<file path="src/rtl/extremum_zero_crossing_detector_defines.svh">
// Assertion macros shared by the detector's modules.
`ifndef EXTREMUM_ZERO_CROSSING_DETECTOR_DEFINES_SVH
`define EXTREMUM_ZERO_CROSSING_DETECTOR_DEFINES_SVH

`ifndef ASSERT_OFF

`define EZCD_ASSERT(lbl, clk_sig, rst_n_sig, prop, msg) \
	lbl: assert property (@(posedge clk_sig) disable iff (!rst_n_sig) (prop)) else $error(msg);

`define EZCD_ASSERT_NEVER(lbl, clk_sig, rst_n_sig, prop, msg) \
	lbl: assert property (@(posedge clk_sig) disable iff (!rst_n_sig) !(prop)) else $error(msg);

`else

`define EZCD_ASSERT(lbl, clk_sig, rst_n_sig, prop, msg)

`define EZCD_ASSERT_NEVER(lbl, clk_sig, rst_n_sig, prop, msg)

`endif

`endif

</file>
<file path="src/rtl/ezcd_pkg.sv">
`default_nettype none

package ezcd_pkg;

	localparam int TIME_WIDTH_DEF  = 48;
	localparam int VALUE_WIDTH_DEF = 32;
	localparam int QUEUE_DEPTH     = 4;

	typedef enum logic [1:0] {
		EVT_MAX  = 2'd0,
		EVT_MIN  = 2'd1,
		EVT_UP   = 2'd2,
		EVT_DOWN = 2'd3
	} evt_kind_t;

	typedef struct packed {
		logic has_ext;
		logic ext_min;
		logic has_cross;
		logic up;
	} task_flags_t;

endpackage

`default_nettype wire

</file>
<file path="src/rtl/extremum_zero_crossing_detector.sv">
// Extremum and zero-crossing detector. Samples (time, value) are taken at up to one item per
// cycle while the four-entry task queue has room; samples that cause no event never enter the
// queue. A sample that causes events queues one task, and the back end turns it into one or two
// event items: an extremum is emitted directly, while a crossing waits on the two bit-serial
// dividers for the interpolated time and the slope, which run side by side. The event output
// is registered, so the next task is worked on while an event waits to be taken.
`default_nettype none

module extremum_zero_crossing_detector #(
	parameter int TIME_WIDTH  = ezcd_pkg::TIME_WIDTH_DEF,
	parameter int VALUE_WIDTH = ezcd_pkg::VALUE_WIDTH_DEF
) (
	input  wire logic                          clk,
	input  wire logic                          arst_n,
	input  wire logic                          sample_valid,
	output logic                               sample_stall,
	input  wire logic        [TIME_WIDTH-1:0]  sample_time,
	input  wire logic signed [VALUE_WIDTH-1:0] sample_value,
	output logic                               event_valid,
	input  wire logic                          event_stall,
	output logic        [1:0]                  event_kind,
	output logic        [TIME_WIDTH-1:0]       event_time,
	output logic signed [VALUE_WIDTH-1:0]      event_value,
	output logic                               last_event
);

	localparam int DATA_W = 2 * TIME_WIDTH + 2 * VALUE_WIDTH;

	logic                  q_full;
	logic                  q_empty;
	logic                  q_push;
	logic                  q_pop;
	ezcd_pkg::task_flags_t push_flags;
	ezcd_pkg::task_flags_t pop_flags;
	logic [DATA_W-1:0]     push_data;
	logic [DATA_W-1:0]     pop_data;

	ezcd_front #(
		.TIME_WIDTH  (TIME_WIDTH),
		.VALUE_WIDTH (VALUE_WIDTH)
	) u_front (
		.clk          (clk),
		.arst_n       (arst_n),
		.sample_valid (sample_valid),
		.sample_stall (sample_stall),
		.sample_time  (sample_time),
		.sample_value (sample_value),
		.q_full       (q_full),
		.push         (q_push),
		.push_flags   (push_flags),
		.push_data    (push_data)
	);

	ezcd_queue #(
		.DATA_W (DATA_W)
	) u_queue (
		.clk        (clk),
		.arst_n     (arst_n),
		.push       (q_push),
		.push_flags (push_flags),
		.push_data  (push_data),
		.full       (q_full),
		.pop        (q_pop),
		.pop_flags  (pop_flags),
		.pop_data   (pop_data),
		.empty      (q_empty)
	);

	ezcd_back #(
		.TIME_WIDTH  (TIME_WIDTH),
		.VALUE_WIDTH (VALUE_WIDTH)
	) u_back (
		.clk         (clk),
		.arst_n      (arst_n),
		.empty       (q_empty),
		.pop         (q_pop),
		.task_flags  (pop_flags),
		.task_data   (pop_data),
		.event_valid (event_valid),
		.event_stall (event_stall),
		.event_kind  (event_kind),
		.event_time  (event_time),
		.event_value (event_value),
		.last_event  (last_event)
	);

endmodule

`default_nettype wire

</file>
<file path="src/rtl/ezcd_queue.sv">
`default_nettype none

`include "extremum_zero_crossing_detector_defines.svh"

module ezcd_queue #(
	parameter int DATA_W = 160
) (
	input  wire logic                 clk,
	input  wire logic                 arst_n,
	input  wire logic                 push,
	input  wire ezcd_pkg::task_flags_t push_flags,
	input  wire logic [DATA_W-1:0]    push_data,
	output logic                      full,
	input  wire logic                 pop,
	output ezcd_pkg::task_flags_t     pop_flags,
	output logic      [DATA_W-1:0]    pop_data,
	output logic                      empty
);

	localparam int DEPTH = ezcd_pkg::QUEUE_DEPTH;
	localparam int PW    = (DEPTH > 1) ? $clog2(DEPTH) : 1;
	localparam int NW    = $clog2(DEPTH + 1);

	ezcd_pkg::task_flags_t flags_mem_q [DEPTH];
	logic [DATA_W-1:0]     data_mem_q  [DEPTH];
	logic [PW-1:0]         wr_ptr_q;
	logic [PW-1:0]         rd_ptr_q;
	logic [NW-1:0]         count_q;

	assign full      = (count_q == NW'(DEPTH));
	assign empty     = (count_q == '0);
	assign pop_flags = flags_mem_q[rd_ptr_q];
	assign pop_data  = data_mem_q[rd_ptr_q];

	always_ff @(posedge clk or negedge arst_n) begin
		if (!arst_n) begin
			wr_ptr_q <= '0;
			rd_ptr_q <= '0;
			count_q  <= '0;
		end else begin
			if (push) begin
				wr_ptr_q <= (wr_ptr_q == PW'(DEPTH - 1)) ? '0 : wr_ptr_q + 1'b1;
			end
			if (pop) begin
				rd_ptr_q <= (rd_ptr_q == PW'(DEPTH - 1)) ? '0 : rd_ptr_q + 1'b1;
			end
			if (push && !pop) begin
				count_q <= count_q + 1'b1;
			end else if (pop && !push) begin
				count_q <= count_q - 1'b1;
			end
		end
	end

	always_ff @(posedge clk) begin
		if (push) begin
			flags_mem_q[wr_ptr_q] <= push_flags;
			data_mem_q[wr_ptr_q]  <= push_data;
		end
	end

	`EZCD_ASSERT_NEVER(a_no_overflow, clk, arst_n, push && full, "task queue overflow")
	`EZCD_ASSERT_NEVER(a_no_underflow, clk, arst_n, pop && empty, "task queue underflow")

endmodule

`default_nettype wire

</file>
<file path="src/rtl/ezcd_front.sv">
`default_nettype none

module ezcd_front #(
	parameter int TIME_WIDTH  = ezcd_pkg::TIME_WIDTH_DEF,
	parameter int VALUE_WIDTH = ezcd_pkg::VALUE_WIDTH_DEF
) (
	input  wire logic                                  clk,
	input  wire logic                                  arst_n,
	input  wire logic                                  sample_valid,
	output logic                                       sample_stall,
	input  wire logic        [TIME_WIDTH-1:0]          sample_time,
	input  wire logic signed [VALUE_WIDTH-1:0]         sample_value,
	input  wire logic                                  q_full,
	output logic                                       push,
	output ezcd_pkg::task_flags_t                      push_flags,
	output logic [2*TIME_WIDTH+2*VALUE_WIDTH-1:0]      push_data
);

	localparam int TW = TIME_WIDTH;
	localparam int VW = VALUE_WIDTH;

	logic [1:0]    fill_q;
	logic [TW-1:0] older_time_q;
	logic [VW-1:0] older_value_q;
	logic [TW-1:0] middle_time_q;
	logic [VW-1:0] middle_value_q;

	logic accept;
	logic is_max;
	logic is_min;
	logic is_cross;
	logic vo_neg;
	logic vo_pos;
	logic vm_neg;
	logic vm_zero;

	assign sample_stall = q_full;
	assign accept       = sample_valid && !q_full;

	always_comb begin
		is_max  = ($signed(middle_value_q) > $signed(older_value_q)) &&
			($signed(middle_value_q) > sample_value);
		is_min  = ($signed(middle_value_q) < $signed(older_value_q)) &&
			($signed(middle_value_q) < sample_value);
		vo_neg  = older_value_q[VW-1];
		vo_pos  = !older_value_q[VW-1] && (|older_value_q);
		vm_neg  = middle_value_q[VW-1];
		vm_zero = ~|middle_value_q;
		is_cross = (vo_neg && !vm_neg) || (vo_pos && (vm_neg || vm_zero));
	end

	always_comb begin
		push_flags.has_ext   = is_max || is_min;
		push_flags.ext_min   = !is_max;
		push_flags.has_cross = is_cross;
		push_flags.up        = vo_neg;
		push_data = {older_time_q, older_value_q, middle_time_q, middle_value_q};
		push = accept && fill_q[1] && (is_max || is_min || is_cross);
	end

	always_ff @(posedge clk or negedge arst_n) begin
		if (!arst_n) begin
			fill_q <= 2'd0;
		end else if (accept && !fill_q[1]) begin
			fill_q <= fill_q + 2'd1;
		end
	end

	always_ff @(posedge clk) begin
		if (accept) begin
			if (fill_q == 2'd0) begin
				older_time_q  <= sample_time;
				older_value_q <= sample_value;
			end else if (fill_q == 2'd1) begin
				middle_time_q  <= sample_time;
				middle_value_q <= sample_value;
			end else begin
				older_time_q   <= middle_time_q;
				older_value_q  <= middle_value_q;
				middle_time_q  <= sample_time;
				middle_value_q <= sample_value;
			end
		end
	end

endmodule

`default_nettype wire

</file>
<file path="src/rtl/ezcd_back.sv">
`default_nettype none

`include "extremum_zero_crossing_detector_defines.svh"

module ezcd_back #(
	parameter int TIME_WIDTH  = ezcd_pkg::TIME_WIDTH_DEF,
	parameter int VALUE_WIDTH = ezcd_pkg::VALUE_WIDTH_DEF
) (
	input  wire logic                                  clk,
	input  wire logic                                  arst_n,
	input  wire logic                                  empty,
	output logic                                       pop,
	input  wire ezcd_pkg::task_flags_t                 task_flags,
	input  wire logic [2*TIME_WIDTH+2*VALUE_WIDTH-1:0] task_data,
	output logic                                       event_valid,
	input  wire logic                                  event_stall,
	output logic        [1:0]                          event_kind,
	output logic        [TIME_WIDTH-1:0]               event_time,
	output logic signed [VALUE_WIDTH-1:0]              event_value,
	output logic                                       last_event
);

	localparam int TW          = TIME_WIDTH;
	localparam int VW          = VALUE_WIDTH;
	localparam int SLOPE_SHIFT = 8;
	localparam int NUM_W       = VW + SLOPE_SHIFT;
	localparam int STEPS       = (TW > NUM_W) ? TW : NUM_W;
	localparam int CW          = $clog2(STEPS);
	localparam logic [NUM_W-1:0] SIGN_Q  = NUM_W'(1) << (VW - 1);
	localparam logic [NUM_W-1:0] MAX_Q   = SIGN_Q - 1'b1;
	localparam logic [VW-1:0]    VAL_MAX = {1'b0, {(VW - 1){1'b1}}};
	localparam logic [VW-1:0]    VAL_MIN = {1'b1, {(VW - 1){1'b0}}};

	typedef enum logic [4:0] {
		ST_IDLE  = 5'b00001,
		ST_EXT   = 5'b00010,
		ST_SETUP = 5'b00100,
		ST_DIV   = 5'b01000,
		ST_EMIT  = 5'b10000
	} state_t;

	state_t                state_q;
	ezcd_pkg::task_flags_t flags_q;
	logic [TW-1:0]         ot_q;
	logic [VW-1:0]         ov_q;
	logic [TW-1:0]         mt_q;
	logic [VW-1:0]         mv_q;
	logic                  forward_q;
	logic                  dt_zero_q;
	logic [TW-1:0]         dt_q;
	logic [TW-1:0]         a_sh_q;
	logic [VW-1:0]         b_q;
	logic [VW-1:0]         d_q;
	logic [VW-1:0]         acc_q;
	logic [TW-1:0]         mq_q;
	logic [NUM_W-1:0]      num_sh_q;
	logic [TW-1:0]         rem_q;
	logic [NUM_W-1:0]      sq_q;
	logic [CW-1:0]         cnt_q;

	logic                  ev_valid_q;
	ezcd_pkg::evt_kind_t   kind_q;
	logic [TW-1:0]         ev_time_q;
	logic [VW-1:0]         ev_value_q;
	logic                  last_q;

	logic            out_free;
	logic            load_ext;
	logic            load_cross;
	logic            forward;
	logic [TW-1:0]   dt_mag;
	logic [VW-1:0]   vo_mag;
	logic [VW:0]     dv_full;
	logic [VW:0]     dv_neg;
	logic [VW-1:0]   dv_mag;
	logic            mul_act;
	logic            slope_act;
	logic            div_done;
	logic [VW+1:0]   acc2;
	logic [VW+1:0]   d1;
	logic [VW+1:0]   d2;
	logic [VW+1:0]   acc_n;
	logic [1:0]      inc;
	logic [TW:0]     rem2;
	logic            rem_ge;
	logic [TW:0]     rem_n;
	logic [TW-1:0]   cross_time;
	logic [NUM_W-1:0] q_sat;
	logic [VW-1:0]   slope;

	assign pop        = (state_q == ST_IDLE) && !empty;
	assign out_free   = !ev_valid_q || !event_stall;
	assign load_ext   = (state_q == ST_EXT) && out_free;
	assign load_cross = (state_q == ST_EMIT) && out_free;

	always_comb begin
		forward = (mt_q >= ot_q);
		dt_mag  = forward ? (mt_q - ot_q) : (ot_q - mt_q);
		vo_mag  = ov_q[VW-1] ? (~ov_q + 1'b1) : ov_q;
		dv_full = {mv_q[VW-1], mv_q} - {ov_q[VW-1], ov_q};
		dv_neg  = ~dv_full + 1'b1;
		dv_mag  = dv_full[VW] ? dv_neg[VW-1:0] : dv_full[VW-1:0];
	end

	always_comb begin
		mul_act   = (cnt_q >= CW'(STEPS - TW));
		slope_act = (cnt_q >= CW'(STEPS - NUM_W));
		div_done  = (cnt_q == CW'(STEPS - 1));

		acc2 = {1'b0, acc_q, 1'b0} + (a_sh_q[TW-1] ? {2'b00, b_q} : '0);
		d1   = {2'b00, d_q};
		d2   = {1'b0, d_q, 1'b0};
		if (acc2 >= d2) begin
			acc_n = acc2 - d2;
			inc   = 2'd2;
		end else if (acc2 >= d1) begin
			acc_n = acc2 - d1;
			inc   = 2'd1;
		end else begin
			acc_n = acc2;
			inc   = 2'd0;
		end

		rem2   = {rem_q, num_sh_q[NUM_W-1]};
		rem_ge = (rem2 >= {1'b0, dt_q});
		rem_n  = rem_ge ? (rem2 - {1'b0, dt_q}) : rem2;
	end

	always_comb begin
		cross_time = forward_q ? (ot_q + mq_q) : (ot_q - mq_q);
		if (flags_q.up != forward_q) begin
			q_sat = (sq_q > SIGN_Q) ? SIGN_Q : sq_q;
			slope = ~q_sat[VW-1:0] + 1'b1;
		end else begin
			q_sat = (sq_q > MAX_Q) ? MAX_Q : sq_q;
			slope = q_sat[VW-1:0];
		end
		if (dt_zero_q) begin
			slope = flags_q.up ? VAL_MAX : VAL_MIN;
		end
	end

	always_ff @(posedge clk or negedge arst_n) begin
		if (!arst_n) begin
			state_q    <= ST_IDLE;
			cnt_q      <= '0;
			ev_valid_q <= 1'b0;
		end else begin
			unique case (state_q)
				ST_IDLE: begin
					if (!empty) begin
						state_q <= task_flags.has_ext ? ST_EXT : ST_SETUP;
					end
				end
				ST_EXT: begin
					if (out_free) begin
						state_q <= flags_q.has_cross ? ST_SETUP : ST_IDLE;
					end
				end
				ST_SETUP: begin
					cnt_q   <= '0;
					state_q <= ST_DIV;
				end
				ST_DIV: begin
					cnt_q <= cnt_q + 1'b1;
					if (div_done) begin
						state_q <= ST_EMIT;
					end
				end
				ST_EMIT: begin
					if (out_free) begin
						state_q <= ST_IDLE;
					end
				end
				default: begin
					state_q <= ST_IDLE;
				end
			endcase
			if (load_ext || load_cross) begin
				ev_valid_q <= 1'b1;
			end else if (!event_stall) begin
				ev_valid_q <= 1'b0;
			end
		end
	end

	always_ff @(posedge clk) begin
		if (pop) begin
			flags_q <= task_flags;
			{ot_q, ov_q, mt_q, mv_q} <= task_data;
		end
		if (state_q == ST_SETUP) begin
			forward_q <= forward;
			dt_zero_q <= (dt_mag == '0);
			dt_q      <= dt_mag;
			a_sh_q    <= dt_mag;
			b_q       <= vo_mag;
			d_q       <= dv_mag;
			acc_q     <= '0;
			mq_q      <= '0;
			num_sh_q  <= {dv_mag, {SLOPE_SHIFT{1'b0}}};
			rem_q     <= '0;
			sq_q      <= '0;
		end
		if (state_q == ST_DIV) begin
			if (mul_act) begin
				a_sh_q <= a_sh_q << 1;
				acc_q  <= acc_n[VW-1:0];
				mq_q   <= {mq_q[TW-2:0], 1'b0} + TW'(inc);
			end
			if (slope_act) begin
				num_sh_q <= num_sh_q << 1;
				rem_q    <= rem_n[TW-1:0];
				sq_q     <= {sq_q[NUM_W-2:0], rem_ge};
			end
		end
		if (load_ext) begin
			kind_q     <= flags_q.ext_min ? ezcd_pkg::EVT_MIN : ezcd_pkg::EVT_MAX;
			ev_time_q  <= mt_q;
			ev_value_q <= mv_q;
			last_q     <= !flags_q.has_cross;
		end else if (load_cross) begin
			kind_q     <= flags_q.up ? ezcd_pkg::EVT_UP : ezcd_pkg::EVT_DOWN;
			ev_time_q  <= cross_time;
			ev_value_q <= slope;
			last_q     <= 1'b1;
		end
	end

	assign event_valid = ev_valid_q;
	assign event_kind  = kind_q;
	assign event_time  = ev_time_q;
	assign event_value = ev_value_q;
	assign last_event  = last_q;

	`EZCD_ASSERT(a_cross_is_last, clk, arst_n, ev_valid_q && (kind_q == ezcd_pkg::EVT_UP || kind_q == ezcd_pkg::EVT_DOWN) |-> last_q, "crossing event not marked last")
	`EZCD_ASSERT(a_pop_when_idle, clk, arst_n, pop |-> (state_q == ST_IDLE), "task taken while busy")

endmodule

`default_nettype wire
</file>
<file path="config.mk">
export PLATFORM = sky130hd
export DESIGN_NAME = extremum_zero_crossing_detector
export DESIGN_NICKNAME = d
export VERILOG_FILES = /design/src/rtl/ezcd_pkg.sv /design/src/rtl/extremum_zero_crossing_detector.sv /design/src/rtl/ezcd_queue.sv /design/src/rtl/ezcd_front.sv /design/src/rtl/ezcd_back.sv
export VERILOG_INCLUDE_DIRS = /design/src /design/src/rtl
export SDC_FILE = /design/constraint.sdc
export NUM_CORES = 2
export LEC_CHECK = 0
export BUFFER_PORTS_ARGS = -buffer_cell sky130_fd_sc_hd__buf_2
export CAP_MARGIN = 20
export CORE_ASPECT_RATIO = 0.7
export CORE_MARGIN = 1.5
export CORE_UTILIZATION = 30
export CTS_CLUSTER_DIAMETER = 150
export DETAILED_ROUTE_END_ITERATION = 6
export SLEW_MARGIN = 20
export SYNTH_ARGS = -nofsm -noshare
export SYNTH_HDL_FRONTEND = slang
export SYNTH_SLANG_ARGS = --single-unit
</file>
<file path="constraint.sdc">
create_clock -name clk -period 11.3 [get_ports clk]
set_input_delay 1.13 -clock clk [delete_from_list [all_inputs] [get_ports clk]]
set_output_delay 1.13 -clock clk [all_outputs]
set_load 0.02 [all_outputs]
</file>
==> reports/metrics.sh <==
OUTCOME='complete, no violations'
PERIOD_SHARE_PCT=88.65
DRIVE_ABOVE_1_SHARE_PCT=11.90
MAXCAPVIOLCOUNT=0
NUMBER_OF_BUFFERS_BETWEEN_CLOCK_ROOT_AND_THE_DEEPEST_SINK=3
NUM-NETS-FINAL=7040
REPORT.FINAL.HOLD_VIOL_COUNT=0
SYNTH_AREA_LEADER_CELL='sky130_fd_sc_hd__edfxtp_1'
DOMINANT_CELL_BY_COUNT_IN_THE_SYNTHESIZED_NETLIST='sky130_fd_sc_hd__edfxtp_1'
AREA.GROWTH.SYNTH_TO_FINAL_PCT=12.90
CTS-ROOT-BUF='sky130_fd_sc_hd__clkbuf_16'
SHARE_OF_THE_YOSYS_CHIP_AREA_BELONGING_TO_REGISTERS_PCT=55.19
MAX_INCR_DELAY_ON_CP_NS=0.69
YOSYS.CELL_TYPES.COUNT=107
NETLIST_TOP_CELLS_COUNT='sky130_fd_sc_hd__edfxtp_1, sky130_fd_sc_hd__nand2_1, sky130_fd_sc_hd__nor2_1'
ANTENNA_FOUND_INITIAL=12
END_KIND='flip-flop'
MOST_COMMON_FLOP_CELL_MAPPED_BY_YOSYS='sky130_fd_sc_hd__edfxtp_1'
FINAL.SETUP_SKEW_NS=0.08276
UNREPAIRED_SETUP_ENDPOINTS_AFTER_GLOBAL_ROUTING='false'
FP.DIEH_MICRONS=424.9
MAX_SLEW_MARGIN_PCT=19.37
DP_HPWL_MM=153.1
VIAS=52180
CLOCK_SLEW_AT_THE_REGISTER_CLOCK_PINS_OF_THE_WORST_SETUP_AND_HOLD_PATHS_NS=0.06
GLOBAL_ROUTE.USAGE.MET3_PCT=2.881
REQUIRED_NS=11.96
VIAS_PER_CELL=5.196
SYNTH-WARNING-COUNT=0
CRIT_PATH_MAX_FANOUT=22
FINALWORSTPATHREQUIREDPERIOD_NS=10.02
CTSHOLDBUFFERS=0
EDFF_COUNT_SYNTH=1299
BUSIEST_LAYER='met1'
FINALHOLDWORSTSLACK_NS=0.2920
FIN_SETUP_TNS_NS=0
TIMING.FINAL.SETUP_VIOLATIONS=0
GRT_UTIL_MET1_PCT=24.74
GRT.MET2_USAGE_PCT=22.99
TIMING_WORST_SETUP_PATH_TYPE='reg -> reg'
GRT_MAX_DEGREE=137
POSTROUTEANTENNANETS=0
GRTUSAGETOTAL_PCT=16.09
GRT_FIRST_PASS_WIRELENGTH_MM=317.3
DESIGN.DIE.AREA_SQ_MM=0.2573
PORT_BUFFERS=168
VIAS_IN_THE_FIRST_GLOBAL_ROUTE=49700
YOSYS.AREA.TOP_TYPE_SHARE_PCT=51.14
FIRST_PASS_ITERS=6
YS_SEQ_ELEMENTS=1448
CPMAXSTAGEDELAYCELL='sky130_fd_sc_hd__edfxtp_1'
POST_CTS_BUFFERS=0
CORE_BOX_AREA_SQ_MM=0.2522
POSTSYNTHCELLCOUNT=6436
DRT_DRC_VIOLATIONS_LEFT=0
TIGHTEST_SLEW_NS=1.201
MAPPEDNETLISTNETS=6927
SYNTHARSTFLOPSHARE_PCT=1.450
CLOCK_TREE.HTREE_LEVEL_COUNT=4
CTS_RESIZED=0
MAX_FREQ_MHz=99.83
FINAL.FILL_COUNT=24620
GRT_OVERFLOW=0
CTS-BUFFERS-INSERTED=156
CLK-INSERTION-DELAY-LATE_NS=0.84
CRITPATHLAUNCHTYPE='flip-flop'
FIRST_ITER_VIOLATIONS=5027
FINAL_MAX_SLEW_VIOL_COUNT=0
SYNTH.AREA.TOP_CELLS='sky130_fd_sc_hd__edfxtp_1, sky130_fd_sc_hd__ha_1, sky130_fd_sc_hd__mux4_2'
WORST_HOLD_PATH_TYPE='in -> async'
CTS_NUM_SINKS=1448
WEIGHTED_CONGESTION_REPORTED_AT_THE_END_OF_ROUTABILITY_DRIVEN_PLACEMENT=0.9316
DIE_BOUNDARY_WIDTH_MICRONS=605.7
DETAIL_ROUTE.WIRELENGTH_MM=211.5
ROWS=154
DRT-WIRELENGTH-PER-CELL_MICRONS=21.06
SYN-MEAN-INSTANCE-AREA_SQ_UM=11.85
CTS_TREE='done'
DESIGN.PORTCOUNT=169
SYN-CELL-AREA_SQ_MM=0.07628
TIMING.CRITICAL_PATH.ARRIVAL_NS=10.68
INITIAL_CORE_UTIL_PCT=30.24
==> kinds of logic after synthesis <==
group,after synthesis,share of synthesized area [%]
AO/OA/AOI/OAI,1508,12.56
XOR/XNOR,365,4.201
adder cells (fa/ha/maj),407,6.765
buffers and inverters,682,3.469
flip-flops,1448,55.19
multiplexers,329,7.140
AND/OR/NAND/NOR,1697,10.68
==> state kept, by name, summed over array words and instances (netlist names), 40 cells and up <==
register / flops
u_back.a_sh_q: 48
u_back.dt_q: 48
u_back.event_time: 48
u_back.mq_q: 48
u_back.mt_q: 48
u_back.num_sh_q: 40
u_back.ot_q: 48
u_back.rem_q: 48
u_back.sq_q: 40
u_front.middle_time_q: 48
u_front.older_time_q: 48
u_queue.data_mem_q: 640
==> cell usage in the layout (no fill, tap or decap), types with 19 or more instances in the layout <==
cell / synthesis / routed
sky130_fd_sc_hd__xor2_1: 150 / 150
sky130_fd_sc_hd__nor4_1: 47 / 47
sky130_fd_sc_hd__xnor2_1: 214 / 213
sky130_fd_sc_hd__mux4_2: 163 / 163
sky130_fd_sc_hd__o22a_1: 25 / 25
sky130_fd_sc_hd__o22ai_1: 23 / 23
sky130_fd_sc_hd__o21a_1: 63 / 63
sky130_fd_sc_hd__buf_2: 33 / 168
sky130_fd_sc_hd__and3_1: 45 / 45
sky130_fd_sc_hd__buf_4: 3 / 44
sky130_fd_sc_hd__ha_1: 398 / 397
sky130_fd_sc_hd__nor2b_1: 46 / 46
sky130_fd_sc_hd__o31ai_1: 34 / 33
sky130_fd_sc_hd__nor3_1: 102 / 102
sky130_fd_sc_hd__edfxtp_1: 1299 / 1299
sky130_fd_sc_hd__nand3_1: 184 / 184
sky130_fd_sc_hd__nand3b_1: 20 / 20
sky130_fd_sc_hd__dfxtp_1: 128 / 128
sky130_fd_sc_hd__mux2_2: 91 / 91
sky130_fd_sc_hd__clkbuf_1: 185 / 45
sky130_fd_sc_hd__mux2i_1: 75 / 75
sky130_fd_sc_hd__o21ai_0: 356 / 355
sky130_fd_sc_hd__clkinv_1: 0 / 19
sky130_fd_sc_hd__a211oi_1: 49 / 49
sky130_fd_sc_hd__inv_1: 415 / 412
sky130_fd_sc_hd__a21oi_1: 454 / 451
sky130_fd_sc_hd__nor2_1: 462 / 458
sky130_fd_sc_hd__a31oi_1: 37 / 37
sky130_fd_sc_hd__and2_1: 67 / 63
sky130_fd_sc_hd__clkinv_2: 0 / 20
sky130_fd_sc_hd__nand4_1: 79 / 79
sky130_fd_sc_hd__o211ai_1: 38 / 38
sky130_fd_sc_hd__nand2b_1: 64 / 63
sky130_fd_sc_hd__nand2_1: 468 / 468
sky130_fd_sc_hd__o21bai_1: 50 / 50
sky130_fd_sc_hd__clkbuf_16: 0 / 158
sky130_fd_sc_hd__or3_1: 33 / 33
sky130_fd_sc_hd__a21o_1: 171 / 171
==> metrics by stage <==
step / instance area (sq um) / instances / util [%] / setup slack (ns)
floorplan: 76280 / 6436 / - / 2.051
global placement: 80760 / 9740 / 32.02 / 1.721
detailed placement: 80830 / 9744 / 32.05 / 1.683
CTS: 86070 / 10040 / 34.13 / 1.610
global route: 86120 / 10040 / 34.14 / 0.8728
finish: 86120 / 10040 / 34.14 / 1.283
==> worst max-delay path: cells and delay by family (launching register included) <==
kind | cells | cell delay, ns
simple gates | 16 | 4.33
compound gates | 11 | 2.78
fa+ha+maj | 5 | 1.51
flops | 1 | 0.69
buf+inv | 1 | 0.31
xor+xnor | 1 | 0.24
==> final cells by class <==
| cell class | count | area (sq um) | area share, % |
|---|---|---|---|
| Inverter | 416 | 1570 | 1.823 |
| Antenna cell | 6 | 15.01 | 0.01743 |
| Tap cell | 3354 | 4197 | 4.873 |
| Timing Repair Buffer | 221 | 1345 | 1.562 |
| Clock buffer | 208 | 4192 | 4.867 |
| Sequential cell | 1448 | 42100 | 48.89 |
| Clock inverter | 83 | 1049 | 1.217 |
| Multi-Input combinational cell | 4306 | 31650 | 36.75 |
==> path summary, 6_finish.rpt <==
check | endpoint | startpoint | slack [ns] | depth (start not counted)
max | u_back.mq_q[47]$_SDFFCE_PP0P_ | u_back.a_sh_q[47]$_DFFE_PP_ | 1.28 | 34
min | u_front.fill_q[0]$_DFFE_PN0P_ | arst_n | 0.29 | 1
max reg2reg | u_back.mq_q[47]$_SDFFCE_PP0P_ | u_back.a_sh_q[47]$_DFFE_PP_ | 1.28 | 34
min reg2reg | u_back.num_sh_q[1]$_DFF_P_ | u_back.num_sh_q[0]$_DFF_P_ | 0.44 | 2
max in group asynchronous | u_queue.rd_ptr_q[0]$_DFFE_PN0P_ | arst_n | 10.57 | 1
min in group clk | u_back.num_sh_q[1]$_DFF_P_ | u_back.num_sh_q[0]$_DFF_P_ | 0.44 | 2
==> routing by layer <==
| layer | wire length (microns) | up-vias |
|---|---|---|
| li1 | - | 24260 |
| met1 | 104300 | 25970 |
| met2 | 87990 | 1709 |
| met3 | 14500 | 234 |
| met4 | 4652 | 8 |
| met5 | 50 | - |
Power is left out: the tool's default activity adds up to more than one toggle a clock period on the data nets, which glitch-free logic cannot reach.
